File: src/hw/rtl/spq_pkg.sv
// ----------------------------------------------------------------------------
// spq_pkg: shared definitions for the sorted priority queue
// Sizes, operation and error codes, and the control word sent to every cell.
// ----------------------------------------------------------------------------
package spq_pkg;

    // queue size and word widths
    localparam int DEPTH       = 64;
    localparam int DATA_W      = 32;
    localparam int CNT_W       = $clog2(DEPTH + 1);
    localparam int COUNT_OUT_W = 7;

    // reported top value when nothing is stored
    localparam logic signed [DATA_W-1:0] EMPTY_SENTINEL = -32'sd100000;

    // operation codes
    typedef enum logic {
        OP_PUSH = 1'b0,
        OP_POP  = 1'b1
    } op_t;

    // error codes
    typedef enum logic [1:0] {
        ERR_NONE  = 2'd0,
        ERR_FULL  = 2'd1,
        ERR_EMPTY = 2'd2
    } err_t;

    // broadcast control for the cell row
    typedef struct packed {
        logic push;
        logic pop;
    } cell_ctrl_t;

endpackage

File: src/hw/rtl/spq_cell.sv
// ----------------------------------------------------------------------------
// spq_cell: one slot of the sorted row
// Holds one value; the row is kept in descending order, largest in slot 0.
// On push a cell keeps its value, takes the new item, or takes its left
// neighbor's value; on pop it takes its right neighbor's value.
// ----------------------------------------------------------------------------
module spq_cell
    import spq_pkg::*;
(
    input  logic                     clk,
    input  cell_ctrl_t               ctrl,
    input  logic                     occupied,
    input  logic signed [DATA_W-1:0] item,
    input  logic signed [DATA_W-1:0] left_value,
    input  logic                     left_keep,
    input  logic signed [DATA_W-1:0] right_value,
    output logic signed [DATA_W-1:0] value,
    output logic signed [DATA_W-1:0] value_next,
    output logic                     keep
);

    logic signed [DATA_W-1:0] value_reg;

    // slot stays put on push when it holds a value not below the item
    assign keep = occupied && (value_reg >= item);

    // next slot content
    always_comb
    begin
        value_next = value_reg;
        if (ctrl.push)
        begin
            if (keep)
                value_next = value_reg;
            else if (left_keep)
                value_next = item;
            else
                value_next = left_value;
        end
        else if (ctrl.pop)
        begin
            value_next = right_value;
        end
    end

    // slot storage, no reset needed
    always_ff @(posedge clk)
    begin
        value_reg <= value_next;
    end

    assign value = value_reg;

endmodule

File: config.mk
export PLATFORM = sky130hd
export DESIGN_NAME = spq_cell
export DESIGN_NICKNAME = d
export VERILOG_FILES = /design/src/hw/rtl/spq_pkg.sv /design/src/hw/rtl/spq_cell.sv
export SDC_FILE = /design/constraint.sdc
export NUM_CORES = 1
export LEC_CHECK = 0
export BUFFER_PORTS_ARGS = -buffer_cell sky130_fd_sc_hd__buf_2
export CORE_MARGIN = 5
export CORE_UTILIZATION = 25
export DETAILED_ROUTE_END_ITERATION = 7
export SLEW_MARGIN = 25
export SYNTH_ARGS = -nofsm -noshare
export SYNTH_HDL_FRONTEND = slang
export SYNTH_SLANG_ARGS = --single-unit
File: constraint.sdc
create_clock -name clk -period 2.85 [get_ports clk]
set_clock_uncertainty 0.1 [all_clocks]
set_input_delay 0.285 -clock clk [delete_from_list [all_inputs] [get_ports clk]]
set_output_delay 0.285 -clock clk [all_outputs]
set_load 0.01 [all_outputs]
==> results_dict.tcl <==
set metrics [dict create \
    p_sw_frac 0.425 \
    grt_pass1_vias 3833 \
    first_pass_iters 4 \
    core.rowCount 41 \
    final_common_cell "buf_2" \
    synthCells 354 \
    vias_per_cell 5.33 \
    track_usage 0.174 \
    cts_buffers 5 \
    hold_slack_ns 0.148 \
    final_cell_mix "buf_2, inv_1, o2111ai_1" \
    max-vdd-ir-drop_mv 0.237 \
    drc 0 \
    synth_edf_count 0 \
    setup_tns_ns -4.08 \
    maxCapViolCount 0 \
    relSlewSlack 0.404 \
    grt_pass1_wl_um 20300 \
    ys_warn_count 0 \
    async_reset_ff_frac 0 \
    fillers 1194 \
    violations "setup timing" \
    end_kind "output pin" \
    cts-htree-levels 2 \
    fin_nets 678 \
    path_max_fanout 7 \
    powerDensity_nw_per_um2 504 \
    crit_type "reg -> out" \
    dieArea_sq_um 14900 \
    status "finished with violations" \
    syn_nets 487 \
    grt.overflow.total 0 \
    io_buffers 165 \
    clockBufferDepth 2 \
    dieHeight_um 122 \
    cts_tree "done" \
    startpoint_type "flop" \
    antenna_found_initial 0 \
    drive_above_1_share 0.637 \
    p_leak_uw 0.00241 \
    tightest_slew_ns 0.892 \
    cp.arrival_ns 2.64 \
    initial_core_util 0.252 \
    coreArea_sq_um 12500 \
    clockPowerShare 0.190 \
    ys.flop_type "dfxtp_1" \
    clk_pin_slew_worst_paths_ns 0.06 \
    clock_latency_ns 0.28 \
    syn_avg_cell_area_sq_um 8.87 \
    worstHoldPathType "in -> reg" \
    grt_max_degree 37 \
    regToRegSetupSlack_ns 0.02 \
    worst_slack_ns -0.176 \
    largest_register_ff_count 32 \
    hold_viol_final 0 \
    min_period_ns 3.03 \
    gp_congestion 0.817 \
    power_frac_seq 0.256 \
    ys_types 36 \
    num_vias 3825 \
    ctsHoldBuffers 0 \
    synth_seq_area_share 0.204 \
    intPower_uw 1610 \
    drt.antenna.violating_nets 0 \
    syn_to_final_growth_pct 76.9 \
    drtIter0Drc 151 \
    rsz0062_at_grt "yes" \
    cts_sinks 32 \
    wl_um 14400 \
    netlist_area_sq_um 3140 \
    ios 166 \
    slew_viol_final 0 \
    combPwrFrac 0.554 \
    finalSetupViolations 32 \
    cts.root.buffer_cell "clkbuf_16" \
    ys_seq_elements 32 \
    p_sw_uw 1190 \
    max_freq_mhz 330 \
    dp_hpwl_um 8730 \
    crit_required_ns 2.47 \
    die-width_um 122 \
    fin_crit_sh 1.06 \
    wl_per_cell_um 20.1 \
    antenna_cells 0 \
]
-- routing by layer --
| layer | wire length, um | global-route usage | vias to the layer above | part of all wire |
|---|---|---|---|---|
| li1 | - | - | 1820 | - |
| met1 | 6290 | 0.232 | 1839 | 0.44 |
| met2 | 7060 | 0.291 | 147 | 0.49 |
| met3 | 862 | 0.0297 | 19 | 0.060 |
| met4 | 201 | 0.0448 | 0 | 0.014 |
| met5 | 0 | 0 | - | 0 |
-- power groups by stage --
stage          Clock, uW  Sequential, uW  Combinational (uW)
2_1_floorplan          0             690                 623
3_3_place_gp           0             667                1090
3_5_place_dp           0             669                1090
4_1_cts              547             698                1390
5_1_grt              566             730                1670
6_report             533             716                1550
-- layout make-up --
class                   instances  area, sq um  area share
inverters                      34          128      0.0230
well taps                     172          215      0.0387
repair buffers                217         1510       0.271
clock buffers                   6          129      0.0232
flip-flops and latches         32          672       0.121
clock inverters                 1         5.00    0.000901
multi-input cells             255         2900       0.522
-- worst max-delay path, cell delays in order (launching register included) --
cell and delay [ns]:
dfxtp_4 0.35, ha_4 0.30, nand4_4 0.11, nor4_4 0.35, buf_4 0.20, buf_6 0.10, nand4_1 0.12, o21ai_4 0.12
buf_12 0.16, buf_12 0.14, o311ai_2 0.12, nand3_1 0.14, buf_2 0.15
-- cell families (layout without fill, tap and decap cells) --
| group | count (synthesis) | count (layout) | share of synthesized area |
|---|---|---|---|
| AOI/OAI and AO/OA | 122 | 122 | 0.306 |
| adders and majority gates | 32 | 32 | 0.127 |
| buffers and inverters | 71 | 258 | 0.129 |
| DFF | 32 | 32 | 0.204 |
| muxes | 34 | 38 | 0.124 |
| and+or+nand+nor | 63 | 63 | 0.110 |
-- cell usage after synthesis, types with 2 or more instances --
master,instances,area share
nor2b_1,2,0.0040
buf_6,3,0.011
clkbuf_4,2,0.0048
dlygate4sd3_1,8,0.025
buf_4,4,0.0096
a21oi_1,14,0.022
buf_2,7,0.011
o21ai_1,4,0.0064
o2111ai_1,33,0.092
nand2_1,9,0.011
nand4_2,2,0.0080
dfxtp_1,32,0.20
nand3_1,36,0.057
ha_1,32,0.13
inv_1,34,0.041
o21ai_0,2,0.0032
mux2_2,32,0.11
o311ai_1,32,0.089
a22oi_1,32,0.076
nand4_1,6,0.012
dlymetal6s2s_1,2,0.0080
clkbuf_1,7,0.0084
dlygate4sd1_1,3,0.0084
nor2_1,4,0.0048
-- metrics by stage --
step / setup slack, ns / std cells / power [uW] / cell area [sq um] / utilization
after global placement: 0.00923 / 673 / 1750 / 4130 / 0.331
after detailed placement: -0.0462 / 673 / 1760 / 4130 / 0.331
final: -0.176 / 717 / 2800 / 5560 / 0.446
after global routing: -0.298 / 717 / 2960 / 5560 / 0.446
after CTS: -0.110 / 705 / 2630 / 5040 / 0.404
after floorplan: 0.362 / 354 / 1310 / 3140 / -
-- what timing repair did --
item | in CTS | in global routing
gates resized for setup | 87 | 60
pin swaps | 41 | 46
gates cloned | 7 | 3
setup endpoints to repair | 33 | 34
buffers inserted | 19 | 10
endpoints found under the hold margin | 0 | 0
-- path summary, 6_finish.rpt --
| check | from | cells past startpoint | to |
|---|---|---|---|
| worst min-delay path | right_value[4] | 3 | value[4] |
| worst max register to register | value[29] | 13 | value[16] |
| worst min register to register | value[23] | 2 | value[23] |
| worst max-delay path | value[29] | 12 | value_next[1] |
Note: power is estimated with default switching activity, not from simulation.
